[config.mk]
export PLATFORM = sky130hd
export DESIGN_NAME = rgb_to_hsv_convert_flat
export DESIGN_NICKNAME = d
export VERILOG_FILES = /design/src/rtl/hsv_pkg.sv /design/src/rtl/hsv_pix_if.sv /design/src/rtl/hsv_res_if.sv /design/src/rtl/hsv_prep.sv /design/src/rtl/hsv_div_cell.sv /design/src/rtl/rgb_to_hsv_convert.sv /design/src/flat_wrapper.sv
export SDC_FILE = /design/constraint.sdc
export NUM_CORES = 1
export LEC_CHECK = 0
export BUFFER_PORTS_ARGS = -buffer_cell sky130_fd_sc_hd__clkbuf_2
export CAP_MARGIN = 25
export CORE_UTILIZATION = 35
export DETAILED_ROUTE_END_ITERATION = 6
export GPL_ROUTABILITY_DRIVEN = 0
export SLEW_MARGIN = 10
export SYNTH_ARGS = -nofsm -noshare
export SYNTH_HDL_FRONTEND = slang
export SYNTH_SLANG_ARGS = --single-unit
[constraint.sdc]
create_clock -name clk -period 11.06 [get_ports clk]
set_clock_uncertainty 0.1 [all_clocks]
set_input_delay 2.212 -clock clk [delete_from_list [all_inputs] [get_ports clk]]
set_output_delay 2.212 -clock clk [all_outputs]
set_load 0.02 [all_outputs]
[src/rtl/hsv_pkg.sv]
// ----------------------------------------------------------------------------
// hsv_pkg: shared widths, types and the divider step for the HSV converter
// Holds the lane payload carried down the divider chain and the one-bit
// restoring division step that every cell applies.
// ----------------------------------------------------------------------------
package hsv_pkg;

  localparam int COMP_W     = 8;              // one color component
  localparam int QUO_W      = 13;             // quotient bits per lane
  localparam int NUM_W      = COMP_W + QUO_W; // numerator width
  localparam int HUE_W      = 13;
  localparam int PCT_W      = 11;
  localparam int CELL_COUNT = QUO_W;          // one quotient bit per cell
  localparam int S_W        = 11;             // sextant position, up to 6*255

  // Percent lanes divide 4x the numerator; the two extra quotient bits drop.
  localparam int PCT_DROP   = QUO_W - PCT_W;

  localparam logic [HUE_W-1:0] HUE_RANGE = HUE_W'(5760);
  localparam logic [COMP_W-1:0] FULL_SCALE = COMP_W'(255);

  typedef struct packed {
    logic [COMP_W-1:0] rem;   // partial remainder, always below div
    logic [QUO_W-1:0]  low;   // numerator bits not yet brought down
    logic [QUO_W-1:0]  quo;   // quotient bits so far
    logic [COMP_W-1:0] div;   // divisor
  } div_lane_t;

  typedef struct packed {
    div_lane_t hue;
    div_lane_t sat;
    div_lane_t val;
  } div_bundle_t;

  // Load a lane: top bits seed the remainder (quotient fits QUO_W bits,
  // so the seed is already below the divisor).
  function automatic div_lane_t lane_load(logic [NUM_W-1:0] num,
                                          logic [COMP_W-1:0] dvs);
    div_lane_t l;
    l.rem = num[NUM_W-1:QUO_W];
    l.low = num[QUO_W-1:0];
    l.quo = '0;
    l.div = dvs;
    return l;
  endfunction

  // One restoring division step.
  function automatic div_lane_t div_step(div_lane_t l);
    logic [COMP_W:0] trial;
    logic [COMP_W:0] diff;
    div_lane_t       n;
    trial = {l.rem, l.low[QUO_W-1]};
    diff  = trial - {1'b0, l.div};
    n     = l;
    n.low = {l.low[QUO_W-2:0], 1'b0};
    if (trial >= {1'b0, l.div}) begin
      n.rem = diff[COMP_W-1:0];
      n.quo = {l.quo[QUO_W-2:0], 1'b1};
    end else begin
      n.rem = trial[COMP_W-1:0];
      n.quo = {l.quo[QUO_W-2:0], 1'b0};
    end
    return n;
  endfunction

endpackage

[src/rtl/hsv_pix_if.sv]
// ----------------------------------------------------------------------------
// hsv_pix_if: pixel request channel
// Valid/ready channel carrying one 8-bit RGB pixel.
// ----------------------------------------------------------------------------
interface hsv_pix_if import hsv_pkg::*; ();
  logic              valid;
  logic              ready;
  logic [COMP_W-1:0] red;
  logic [COMP_W-1:0] green;
  logic [COMP_W-1:0] blue;

  modport source (output valid, output red, output green, output blue, input ready);
  modport sink   (input valid, input red, input green, input blue, output ready);
endinterface

[src/rtl/hsv_res_if.sv]
// ----------------------------------------------------------------------------
// hsv_res_if: HSV result channel
// Valid/ready channel carrying hue, saturation and value.
// ----------------------------------------------------------------------------
interface hsv_res_if import hsv_pkg::*; ();
  logic             valid;
  logic             ready;
  logic [HUE_W-1:0] hue;
  logic [PCT_W-1:0] saturation;
  logic [PCT_W-1:0] value;

  modport source (output valid, output hue, output saturation, output value, input ready);
  modport sink   (input valid, input hue, input saturation, input value, output ready);
endinterface

[src/rtl/hsv_prep.sv]
// ----------------------------------------------------------------------------
// hsv_prep: front stage of the converter
// Finds max, min, chroma and sextant position, and loads the three
// divider lanes with their scaled numerators and divisors.
// ----------------------------------------------------------------------------
module hsv_prep import hsv_pkg::*; (
  input  logic        clk,
  input  logic        rst,
  hsv_pix_if.sink     pix,
  output logic        out_valid,
  output div_bundle_t out_data,
  input  logic        out_ready
);

  logic              valid;
  div_bundle_t       data;
  div_bundle_t       data_next;

  logic [COMP_W-1:0] r, g, b;
  logic [COMP_W-1:0] mx, mn, c;
  logic [S_W-1:0]    s;
  logic [S_W-1:0]    c_w;
  logic [NUM_W-1:0]  hue_num, sat_num, val_num;
  logic [NUM_W-1:0]  c_n, mx_n, s_n;
  logic              r_max, g_ge_b;

  always_comb begin
    r      = pix.red;
    g      = pix.green;
    b      = pix.blue;
    r_max  = (r >= g) && (r >= b);
    g_ge_b = (g >= b);
    mx     = r_max ? r : (g_ge_b ? g : b);
    if ((r <= g) && (r <= b)) begin
      mn = r;
    end else if (g <= b) begin
      mn = g;
    end else begin
      mn = b;
    end
    c   = mx - mn;
    c_w = S_W'(c);
    // sextant position times chroma, kept nonnegative (mod 2^S_W arithmetic)
    if (r_max) begin
      s = g_ge_b ? (S_W'(g) - S_W'(b)) : (S_W'(6) * c_w - (S_W'(b) - S_W'(g)));
    end else if (g_ge_b) begin
      s = (c_w << 1) + S_W'(b) - S_W'(r);
    end else begin
      s = (c_w << 2) + S_W'(r) - S_W'(g);
    end
    s_n  = NUM_W'(s);
    c_n  = NUM_W'(c);
    mx_n = NUM_W'(mx);
    // 960*s, 6400*c, 6400*max
    hue_num = (s_n << 10) - (s_n << 6);
    sat_num = (c_n << 12) + (c_n << 11) + (c_n << 8);
    val_num = (mx_n << 12) + (mx_n << 11) + (mx_n << 8);
    if (c == '0) begin
      // achromatic: force zero quotients on hue and saturation
      data_next.hue = lane_load('0, COMP_W'(1));
      data_next.sat = lane_load('0, COMP_W'(1));
    end else begin
      data_next.hue = lane_load(hue_num, c);
      data_next.sat = lane_load(sat_num, mx);
    end
    data_next.val = lane_load(val_num, FULL_SCALE);
  end

  assign pix.ready = !valid || out_ready;

  always_ff @(posedge clk) begin
    if (rst) begin
      valid <= 1'b0;
    end else if (pix.ready) begin
      valid <= pix.valid;
    end
  end

  always_ff @(posedge clk) begin
    if (pix.ready && pix.valid) begin
      data <= data_next;
    end
  end

  assign out_valid = valid;
  assign out_data  = data;

endmodule

[src/rtl/hsv_div_cell.sv]
// ----------------------------------------------------------------------------
// hsv_div_cell: one cell of the divider chain
// Produces one quotient bit on each of the three lanes and hands the
// lanes to the next cell.
// ----------------------------------------------------------------------------
module hsv_div_cell import hsv_pkg::*; (
  input  logic        clk,
  input  logic        rst,
  input  logic        in_valid,
  input  div_bundle_t in_data,
  output logic        in_ready,
  output logic        out_valid,
  output div_bundle_t out_data,
  input  logic        out_ready
);

  logic        valid;
  div_bundle_t data;

  assign in_ready = !valid || out_ready;

  always_ff @(posedge clk) begin
    if (rst) begin
      valid <= 1'b0;
    end else if (in_ready) begin
      valid <= in_valid;
    end
  end

  always_ff @(posedge clk) begin
    if (in_ready && in_valid) begin
      data.hue <= div_step(in_data.hue);
      data.sat <= div_step(in_data.sat);
      data.val <= div_step(in_data.val);
    end
  end

  assign out_valid = valid;
  assign out_data  = data;

endmodule

[src/rtl/rgb_to_hsv_convert.sv]
// ----------------------------------------------------------------------------
// rgb_to_hsv_convert: 8-bit RGB to HSV, one pixel per clock while res.ready is high
// Hue in 1/16 degree, saturation and value in 1/16 percent, all floored.
// A front stage forms the scaled numerators, then a chain of identical
// cells runs three restoring divisions side by side, one bit per cell.
// ----------------------------------------------------------------------------
//
//  channel | dir | fields                          | request
//  --------+-----+---------------------------------+-----------------------
//  pix     | in  | red, green, blue  (8b each)     | one pixel
//  res     | out | hue (13b), saturation, value (11b each) | one HSV result
//
//  - 1 front stage + 13 divider cells (one quotient bit per cell on every
//    lane). One request per clock while res.ready is held high.
//  - The depth of the chain is set by the 13-bit quotient; saturation and
//    value divide 4x their numerator and drop the two low quotient bits.
//  - rst is synchronous and clears only the stage valid bits.
//  - Stalls: each stage takes new data when empty or when its successor
//    moves, so bubbles collapse and res.ready reaches pix.ready
//    combinationally; up to 14 requests can be held during a stall.
//
module rgb_to_hsv_convert import hsv_pkg::*; (
  input  logic      clk,
  input  logic      rst,
  hsv_pix_if.sink   pix,
  hsv_res_if.source res
);

  // Stage 0 is the front stage output; stage k is cell k's output.
  logic        stage_valid [CELL_COUNT+1];
  logic        stage_ready [CELL_COUNT+1];
  div_bundle_t stage_data  [CELL_COUNT+1];

  hsv_prep u_prep (
    .clk       (clk),
    .rst       (rst),
    .pix       (pix),
    .out_valid (stage_valid[0]),
    .out_data  (stage_data[0]),
    .out_ready (stage_ready[0])
  );

  for (genvar k = 0; k < CELL_COUNT; k++) begin : g_cell
    hsv_div_cell u_cell (
      .clk       (clk),
      .rst       (rst),
      .in_valid  (stage_valid[k]),
      .in_data   (stage_data[k]),
      .in_ready  (stage_ready[k]),
      .out_valid (stage_valid[k+1]),
      .out_data  (stage_data[k+1]),
      .out_ready (stage_ready[k+1])
    );
  end

  // Last cell's registers are the output register.
  assign stage_ready[CELL_COUNT] = res.ready;
  assign res.valid      = stage_valid[CELL_COUNT];
  assign res.hue        = stage_data[CELL_COUNT].hue.quo;
  assign res.saturation = stage_data[CELL_COUNT].sat.quo[QUO_W-1:PCT_DROP];
  assign res.value      = stage_data[CELL_COUNT].val.quo[QUO_W-1:PCT_DROP];

  // --------------------------------------------------------------------------
  // Assertions
  // --------------------------------------------------------------------------

  // an accepted pixel lands in the front stage
  a_front_load: assert property (@(posedge clk) disable iff (rst)
    (pix.valid && pix.ready) |=> stage_valid[0])
    else $error("accepted pixel not captured by front stage");

  // hue stays inside one turn
  a_hue_range: assert property (@(posedge clk) disable iff (rst)
    res.valid |-> (res.hue < HUE_RANGE))
    else $error("hue out of range");

  // a chromatic hue implies nonzero saturation and value
  a_chroma_fields: assert property (@(posedge clk) disable iff (rst)
    (res.valid && (res.hue != '0)) |-> ((res.saturation != '0) && (res.value != '0)))
    else $error("hue set on an achromatic result");

  // restoring division keeps the remainder below the divisor on every lane
  a_rem_bound: assert property (@(posedge clk) disable iff (rst)
    stage_valid[CELL_COUNT] |->
      ((stage_data[CELL_COUNT].hue.rem < stage_data[CELL_COUNT].hue.div) &&
       (stage_data[CELL_COUNT].sat.rem < stage_data[CELL_COUNT].sat.div) &&
       (stage_data[CELL_COUNT].val.rem < stage_data[CELL_COUNT].val.div)))
    else $error("divider remainder not below divisor");

endmodule

[src/flat_wrapper.sv]
// flat-port wrapper written by rule: the top's interface ports become plain ports
module rgb_to_hsv_convert_flat import hsv_pkg::*;
  (clk, rst, pix_valid, pix_red, pix_green, pix_blue, pix_ready, res_valid, res_hue, res_saturation, res_value, res_ready);
  hsv_pix_if pix_i ();
  hsv_res_if res_i ();
  input  logic clk;
  input  logic rst;
  input wire logic [$bits(pix_i.valid)-1:0] pix_valid;
  input wire logic [$bits(pix_i.red)-1:0] pix_red;
  input wire logic [$bits(pix_i.green)-1:0] pix_green;
  input wire logic [$bits(pix_i.blue)-1:0] pix_blue;
  output wire logic [$bits(pix_i.ready)-1:0] pix_ready;
  output wire logic [$bits(res_i.valid)-1:0] res_valid;
  output wire logic [$bits(res_i.hue)-1:0] res_hue;
  output wire logic [$bits(res_i.saturation)-1:0] res_saturation;
  output wire logic [$bits(res_i.value)-1:0] res_value;
  input wire logic [$bits(res_i.ready)-1:0] res_ready;
  assign pix_i.valid = pix_valid;
  assign pix_i.red = pix_red;
  assign pix_i.green = pix_green;
  assign pix_i.blue = pix_blue;
  assign pix_ready = pix_i.ready;
  assign res_valid = res_i.valid;
  assign res_hue = res_i.hue;
  assign res_saturation = res_i.saturation;
  assign res_value = res_i.value;
  assign res_i.ready = res_ready;
  rgb_to_hsv_convert u_core (.clk(clk), .rst(rst), .pix(pix_i), .res(res_i));
endmodule
==> results of run 1 <==
## logic make-up (layout without fill, tap and decap cells)
logic type	after synthesis	in the layout	share of synthesized area, %
adders and majority gates	357	357	12.6
xor gates and xnor gates	169	169	3.82
muxes	20	20	0.536
AOI/OAI and AO/OA	611	611	9.91
buffers and inverters	403	608	3.99
DFF	777	777	59.9
and+or+nand+nor	724	724	9.27
## layer usage
layer,routed length [um],vias to the layer above
met5,0,-
met4,2220,0
met3,2520,132
met2,34000,362
met1,26300,10500
li1,-,11300
## per-stage QoR
step | total power [mW] | area (um2) | util (%) | std cells | worst slack, ps
finish | 10.3 | 43800 | 40.1 | 4742 | 1080
global route | 10.9 | 43800 | 40.1 | 4742 | 475
CTS | 10.4 | 43800 | 40.1 | 4740 | 1230
detailed placement | 7.63 | 41100 | 37.6 | 4588 | 643
global placement | 7.58 | 41100 | 37.6 | 4588 | 781
floorplan | 6.74 | 38700 | - | 3061 | 1410
## cell usage in the layout, fill, tap and decap left out, types with 7 or more instances in the layout
| cell type | count |
|---|---|
| nor2b_4 | 7 |
| inv_1 | 355 |
| o21bai_1 | 19 |
| clkinv_1 | 18 |
| a21o_1 | 69 |
| nand4_1 | 52 |
| clkbuf_16 | 87 |
| dfxtp_1 | 14 |
| edfxtp_1 | 763 |
| o31ai_1 | 45 |
| a21oi_1 | 113 |
| nand3_1 | 28 |
| clkbuf_2 | 65 |
| o21a_1 | 12 |
| or4_1 | 23 |
| xor2_1 | 82 |
| buf_4 | 33 |
| nand2_1 | 218 |
| a211oi_1 | 9 |
| and3_1 | 16 |
| a31oi_1 | 7 |
| nor2b_1 | 69 |
| o21ai_0 | 255 |
| clkbuf_1 | 19 |
| bufinv_16 | 7 |
| xnor2_1 | 87 |
| ha_1 | 302 |
| fa_1 | 55 |
| and2_1 | 58 |
| o211a_1 | 22 |
| clkinv_2 | 11 |
| nor3_1 | 8 |
| mux2i_1 | 14 |
| nor2_1 | 159 |
| nand2b_1 | 65 |
## report_power, final
group | switching, mW | internal, mW
Sequential | 0.0863 | 3.57
Combinational | 2.23 | 1.70
Clock | 1.06 | 1.62
## cell type report
type                    instances  area (um2)  share of cell area (%)
repair buffers                 99         593                    1.35
inverters                     357        1340                    3.06
flip-flops and latches        777       23200                    52.9
clock buffers                 110        2300                    5.26
multi-input cells            1881       14100                    32.3
clock inverters                42         382                   0.871
well taps                    1476        1850                    4.22
## final timing paths
check,depth (start not counted),start,slack [ps],end
setup / recovery,36,pix_blue[2],1080,u_core.u_prep.out_data[125]
hold reg to reg,0,u_core.g_cell[4].u_cell.out_data[50],310,u_core.g_cell[5].u_cell.out_data[51]
hold / removal,0,u_core.g_cell[4].u_cell.out_data[50],310,u_core.g_cell[5].u_cell.out_data[51]
setup reg to reg,10,u_core.g_cell[12].u_cell.out_valid,6460,u_core.u_prep.out_data[30]
## cells in the mapped netlist (16+ instances only)
master / number
a21o_1: 69
or4_1: 23
a21oi_1: 114
edfxtp_1: 763
nand2b_1: 65
o21bai_1: 19
xor2_1: 82
o21ai_0: 255
nand3_1: 28
and3_1: 16
nor2b_1: 76
o211a_1: 22
and2_1: 58
fa_1: 55
ha_1: 302
inv_1: 355
o31ai_1: 45
nand2_1: 218
xnor2_1: 87
clkbuf_1: 32
nand4_1: 52
nor2_1: 159
## sequential cells by signal, summed over array words and instances (netlist names)
name	flops
u_core.u_prep.out_data	55
u_core.g_cell.u_cell.out_data	708
u_core.u_prep.out_valid	1
u_core.g_cell.u_cell.out_valid	13
## worst max-delay path: cells and delay by family
| kind | cells | cell delay (ps) |
|---|---|---|
| compound gates | 15 | 2770 |
| fa+ha+maj | 6 | 2180 |
| simple gates | 8 | 1570 |
| buf+inv | 3 | 530 |
| xor+xnor | 3 | 860 |
| mux | 1 | 70 |
==> reports/metrics.cfg, run 1 <==
[routing]
vias=22300
drtIter0Drc=1015
ant_nets=0
postRouteWirelength_mm=65.1
drcViolationCount=0
routedWlPerCell_um=13.7
first_pass_iters=5
via_per_inst=4.70

[timing]
slew-limit-headroom_pct=36.3
tightest_slew_ps=953
rsz0062_at_grt=no
timing.final.crit_share_pct=90.2
max_freq_mhz=100
timing.final.hold_violations=0
hold_ws_ps=308
finalSetupViolations=0
maxSlewViolCount=0
fin_tns_setup_ps=0
finalCriticalPeriod_ps=9980

[yosys]
synth_seq_cells=777
synth_top_area_share_pct=59.2
netlist_instances=3061
yosysSeqAreaShare_pct=59.9
syn-cell-area_um2=38700
synth.avg_cell_area_um2=12.7
yosys_most_used_dff=edfxtp_1
ys_async_sr_fraction_pct=0
synth_edf_count=763
synth_fp_nets=3446
yosys_warnings=0
synth_top_area_cell=edfxtp_1
netlist_top_cells_area=edfxtp_1 59%, ha_1 9.8%, inv_1 3.4%
ys_types=77

[floorplanning]
die_h_um=335
die_width_um=335
start_util_pct=35.4
die-area_um2=112000
io_pins=65
row_count=121
core-area_um2=109000

[cts]
clkSinkCount=777
htreeDepth=3
clk_latency_ps=610
clockBufferDepth=3
cts_tree=done
clk_pin_slew_worst_paths_ps=60
post_cts_buffers=0
root_buffer=clkbuf_16
cts_buffers=83
ctsResizeCount=0
ctsHoldBuffers=0

[layout]
nets=3584
syn_to_final_growth_pct=13.1
diodes=0
layout-drive-gt1-share_pct=8.08
fill_cells=10300

[global_routing]
grt_pass1_wl_mm=107
globalRouteMet1Util_pct=12.6
grt-busiest-layer=met2
grt_start_max_net_pins=64
grtUsageTotal_pct=11.6
grt_util_met3_pct=1.69
grt_util_met2_pct=22.1
grt_pass1_vias=22500
grt.overflow.total=0
antenna_found_initial=0

[run]
drv_cap=0

[power_and_ir_drop]
irDropWorstVdd_mv=0.206
power_density_nw_per_um2=234
power.leakage_nw=17.1

[worst_setup_path]
crit_type=in -> reg
crit_arrival_ps=10220
cp-start-kind=input pin
required_ps=11300
cp-end-kind=flop
cp_slowest_cell=ha_1
critPathMaxStageDelay_ps=480
cp_max_fo=12

[placed_design]
dpl.hpwl_mm=49.6
port_buffers=64

[run_status]
outcome=completed

[min_path]
min_path_type=reg -> reg

Power figures use the tool's default switching activity.
==> run 2: changes to the inputs <==
ABC_AREA = 1   (was default)
CORE_UTILIZATION = 57   (was 35)
PLACE_DENSITY = 0.73   (was default)
==> run 2 against run 1 <==
Via count grew 2.9%. Combinational power shrank 12%. Highest routed layer unchanged. Sequential cell count is the same. Design area shrank 2.3%. Register-to-register slack gained 820 ps. Largest cell class unchanged. Synthesized cell count grew 10%. Global-route usage grew 6.6 points. Wire length shrank 5.5%. Synthesized area grew 0.47%. Clock power shrank 7.8%.
==> reports/metrics.cfg, run 2 <==
[global_routing]
grt_pass1_wl_mm=104
grtUsageTotal_pct=18.2
antenna_found_initial=0
grt_pass1_vias=22900
grt_start_max_net_pins=64
grt.overflow.total=0

[yosys]
yosysSeqAreaShare_pct=59.6
syn-cell-area_um2=38900
synth_edf_count=763
synth.avg_cell_area_um2=11.5
yosys_most_used_dff=edfxtp_1
ys_async_sr_fraction_pct=0
netlist_top_cells_area=edfxtp_1 59%, ha_1 9.7%, inv_1 5.3%
synth_top_area_share_pct=58.9
yosys_warnings=0
synth_top_area_cell=edfxtp_1
synth_seq_cells=777
yosysMostFrequentCell=edfxtp_1
synth_fp_nets=3757
ys_types=61
netlist_instances=3372
synthTopCellsByCount=763 x edfxtp_1, 554 x inv_1, 362 x nand2_1

[cts]
clk_latency_ps=610
htreeDepth=3
ctsHoldBuffers=0
cts_tree=done
clk_pin_slew_worst_paths_ps=60
clockBufferDepth=3
post_cts_buffers=0
clkSinkCount=777
cts_buffers=79
root_buffer=clkbuf_16
ctsResizeCount=0

[worst_setup_path]
critical_path.top_delay_family=adder cells
crit_type=in -> reg
cp-end-kind=flop
crit_start=pix_blue[6]
worst-path-buf-inv=4
cpMostUsedCell=nor2_1
critPathMaxStageDelay_ps=590
cp_max_fo=26
cp_slowest_cell=nand4_2
rr_startpoint=u_core.g_cell[12].u_cell.out_valid
crit_arrival_ps=9590
required_ps=11320
cp-start-kind=input pin

[timing]
timing.final.hold_violations=0
timing.final.crit_share_pct=84.4
slew-limit-headroom_pct=34.6
rsz0062_at_grt=no
hold_ws_ps=312
maxSlewViolCount=0
finalCriticalPeriod_ps=9330
max_freq_mhz=107
tightest_slew_ps=978
fin_tns_setup_ps=0
finalSetupViolations=0

[layout]
fin_util_pct=63.5
nets=3882
fin_area_um2=42800
layout-drive-gt1-share_pct=7.76
final_cell_mix=763 x edfxtp_1, 547 x inv_1, 362 x nand2_1
syn_to_final_growth_pct=9.96
diodes=0
final_common_cell=edfxtp_1
largest_reg_flops=708

[power_and_ir_drop]
p_sw_share_pct=34.1
power.switching_mw=3.26
p_total_mw=9.55
combPwrFrac_pct=36.0
p_seq_share_pct=38.2
power_density_nw_per_um2=223
power.leakage_nw=17.7
irDropWorstVdd_mv=0.259
p_int_mw=6.30
clkPwrFrac_pct=25.8

[min_path]
hold_path_startpoint=u_core.g_cell[4].u_cell.out_data[38]
min_path_type=reg -> reg

[floorplanning]
die_h_um=263
core-area_um2=67400
start_util_pct=57.7
row_count=95
io_pins=65
die_width_um=263
die-area_um2=69300

[placed_design]
port_buffers=64
placed_cell_area_um2=40300
dpl.hpwl_mm=45.7

[routing]
ant_nets=0
drtIter0Drc=988
postRouteWirelength_mm=61.5
vias=22900
first_pass_iters=5
routedWlPerCell_um=13.9
via_per_inst=5.18
drcViolationCount=0

[run]
drv_cap=0

[run_status]
outcome=completed

-- run 2: stage by stage --
step / setup WS (ps) / instances
global placement: 1340 / 4286
global route: 1240 / 4430
detailed placement: 1220 / 4287
CTS: 1870 / 4428
floorplan: 1830 / 3372
finish: 1730 / 4430
-- run 2: cell families (layout without fill, tap and decap cells) --
family          count (synthesis)  count (layout)  synth area share (%)
compound gates                537             537                  7.66
simple gates                  913             913                  10.2
buf+inv                       607             792                  5.96
fa+ha+maj                     357             357                  12.5
xor+xnor                      181             181                  4.07
flops                         777             777                  59.6
-- run 2: power by group through the flow --
| stage | Combinational (mW) | Clock, mW | Sequential, mW |
|---|---|---|---|
| final | 3.44 | 2.47 | 3.64 |
| after global routing | 3.93 | 2.65 | 3.66 |
| after global placement | 3.32 | 0 | 3.70 |
| after CTS | 3.44 | 2.53 | 3.64 |
| after floorplan | 2.71 | 0 | 3.67 |
| after detailed placement | 3.41 | 0 | 3.71 |
-- run 2: final cells by class --
cell class,instances,area (um2)
timing repair buffer,83,488
tap,873,1090
multi-input combinational,1988,13500
clock inverter,43,384
sequential,777,23200
inverter,568,2130
clock buffer,98,2050
fill,5055,24600
-- run 2: routing by layer --
metal / global-route usage, % / wire, um
met5: 0 / 0
met4: 7.43 / 1920
met3: 2.43 / 1970
met2: 34.9 / 32800
met1: 20.1 / 24800
-- run 2: path summary, 6_finish.rpt --
kind / end / slack [ps] / cells after the start
worst max-delay path: u_core.u_prep.out_data[124] / 1730 / 37
worst min-delay path: u_core.g_cell[5].u_cell.out_data[39] / 310 / 0
worst max register to register: u_core.u_prep.out_data[85] / 7280 / 30
worst min register to register: u_core.g_cell[5].u_cell.out_data[39] / 310 / 0
==> run 3: changes to the inputs <==
ABC_AREA = 0   (was 1)
PLACE_DENSITY = 0.76   (was 0.73)
clock period = 8.3 ns   (was 11.06 ns; I/O delays follow)
==> run 3 against run 2 <==
Combinational power is 100% higher. Sequential cell count did not move. Register-to-register slack got worse by 3700 ps. Critical endpoint is now u_core.u_prep.out_data[125]. Largest power group is now combinational cells.
==> reports/metrics.cfg, run 3 (same netlist as run 1, synthesis figures left out) <==
[cts]
cts_buffers=75
root_buffer=clkbuf_16
clkSinkCount=777
clk_latency_ps=620
clk_pin_slew_worst_paths_ps=60
ctsHoldBuffers=0
cts_tree=done
htreeDepth=3
clockBufferDepth=3

[min_path]
min_path_type=reg -> reg
hold_path_startpoint=u_core.g_cell[0].u_cell.out_data[8]
min_to=u_core.g_cell[1].u_cell.out_data[9]
min_path_cells=0

[timing]
finalSetupViolations=0
tightest_slew_ps=1010
timing.final.hold_violations=0
timing.final.crit_share_pct=96.6
max_freq_mhz=125
finalCriticalPeriod_ps=8020
maxSlewViolCount=0
hold_ws_ps=309
fin_tns_setup_ps=0
slew-limit-headroom_pct=32.2

[worst_setup_path]
cp-end-kind=flop
crit_arrival_ps=8290
reg2reg_to=u_core.u_prep.out_data[40]
worst-path-buf-inv=5
cpMostUsedCell=ha_4
required_ps=8570
critPathMaxStageDelay_ps=520
rr_startpoint=u_core.g_cell[12].u_cell.out_valid
cp_max_fo=4
critical_path.top_delay_family=compound AO/OA/AOI/OAI gates
reg2reg_slack_ps=3540
cp-start-kind=input pin
cp_slowest_cell=or4_4
reg2reg_depth=10
crit_type=in -> reg

[power_and_ir_drop]
combPwrFrac_pct=46.0
p_int_mw=9.84
p_sw_share_pct=34.5
clkPwrFrac_pct=21.5
p_seq_share_pct=32.4
irDropWorstVdd_mv=0.426
power_density_nw_per_um2=338
power.switching_mw=5.19
power.leakage_nw=17.8

[run]
drv_cap=0

[floorplanning]
row_count=95
die_h_um=263
io_pins=65
die-area_um2=69000
start_util_pct=57.7
core-area_um2=67200
die_width_um=263

[global_routing]
grt_start_max_net_pins=64
antenna_found_initial=0
grt.overflow.total=0
grt_pass1_vias=25400
grtUsageTotal_pct=21.4
grt_pass1_wl_mm=120

[routing]
ant_nets=0
drtIter0Drc=1469
via_per_inst=5.59
drcViolationCount=0
vias=24000
postRouteWirelength_mm=72.8
routedWlPerCell_um=17.0
first_pass_iters=7

[placed_design]
port_buffers=64
dpl.hpwl_mm=54.1

[layout]
nets=3748
fill_cells=4488
syn_to_final_growth_pct=14.6
largest_reg_flops=708
final_cell_mix=763 x edfxtp_1, 351 x inv_1, 294 x ha_1
layout-drive-gt1-share_pct=14.1
diodes=0
final_common_cell=edfxtp_1

[run_status]
outcome=completed

## run 3: final cells by class
cell class / count / area (um2) / area share [%]
inverters: 357 / 1350 / 3.03
multi-input cells: 1881 / 14500 / 32.7
well taps: 873 / 1090 / 2.46
clock inverters: 51 / 445 / 1.00
repair buffers: 271 / 1890 / 4.25
clock buffers: 86 / 1920 / 4.32
flip-flops and latches: 777 / 23200 / 52.2
## run 3: through the flow
| stage | instances | setup slack (ps) | cell area (um2) | util [%] | total power, mW |
|---|---|---|---|---|---|
| floorplan | 3061 | -28.9 | 39100 | - | 9.11 |
| global placement | 4153 | -248 | 41900 | 62.4 | 11.0 |
| detailed placement | 4153 | -563 | 41900 | 62.4 | 11.4 |
| CTS | 4290 | 45.6 | 44300 | 65.9 | 14.7 |
| global route | 4296 | -101 | 44400 | 66.1 | 15.9 |
| finish | 4296 | 278 | 44400 | 66.1 | 15.0 |
## run 3: worst max-delay path by stage
| stage | start | end | slack (ps) | cells after the start |
|---|---|---|---|---|
| after floorplan | pix_blue[1] | u_core.u_prep.out_data[125] | -30 | 39 |
| after global placement | pix_blue[1] | u_core.u_prep.out_data[124] | -250 | 37 |
| after detailed placement | pix_blue[1] | u_core.u_prep.out_data[124] | -560 | 38 |
| after CTS | pix_blue[1] | u_core.u_prep.out_data[124] | 50 | 38 |
| after global routing | pix_blue[1] | u_core.u_prep.out_data[125] | -100 | 36 |
| final | pix_blue[1] | u_core.u_prep.out_data[125] | 280 | 36 |
## run 3: repair_timing
item,4_1_cts,5_1_grt
setup buffers,0,5
setup endpoints to repair,0,6
resized for setup,0,25
## run 3: routing by layer
metal  share of wire [%]  vias to the layer above  GRT usage, %
met4                 4.8                        0          11.5
met2                  55                      585          41.5
li1                    -                    11600             -
met3                 3.5                      225          2.54
met1                  37                    11600          22.3
met5                   0                        -             0
## run 3: power groups by stage
stage | registers, mW | clock network [mW] | logic, mW
after detailed placement | 4.95 | 0 | 6.45
after floorplan | 4.91 | 0 | 4.20
final | 4.87 | 3.24 | 6.92
after global routing | 4.89 | 3.45 | 7.56
after CTS | 4.87 | 3.30 | 6.50
after global placement | 4.94 | 0 | 6.10
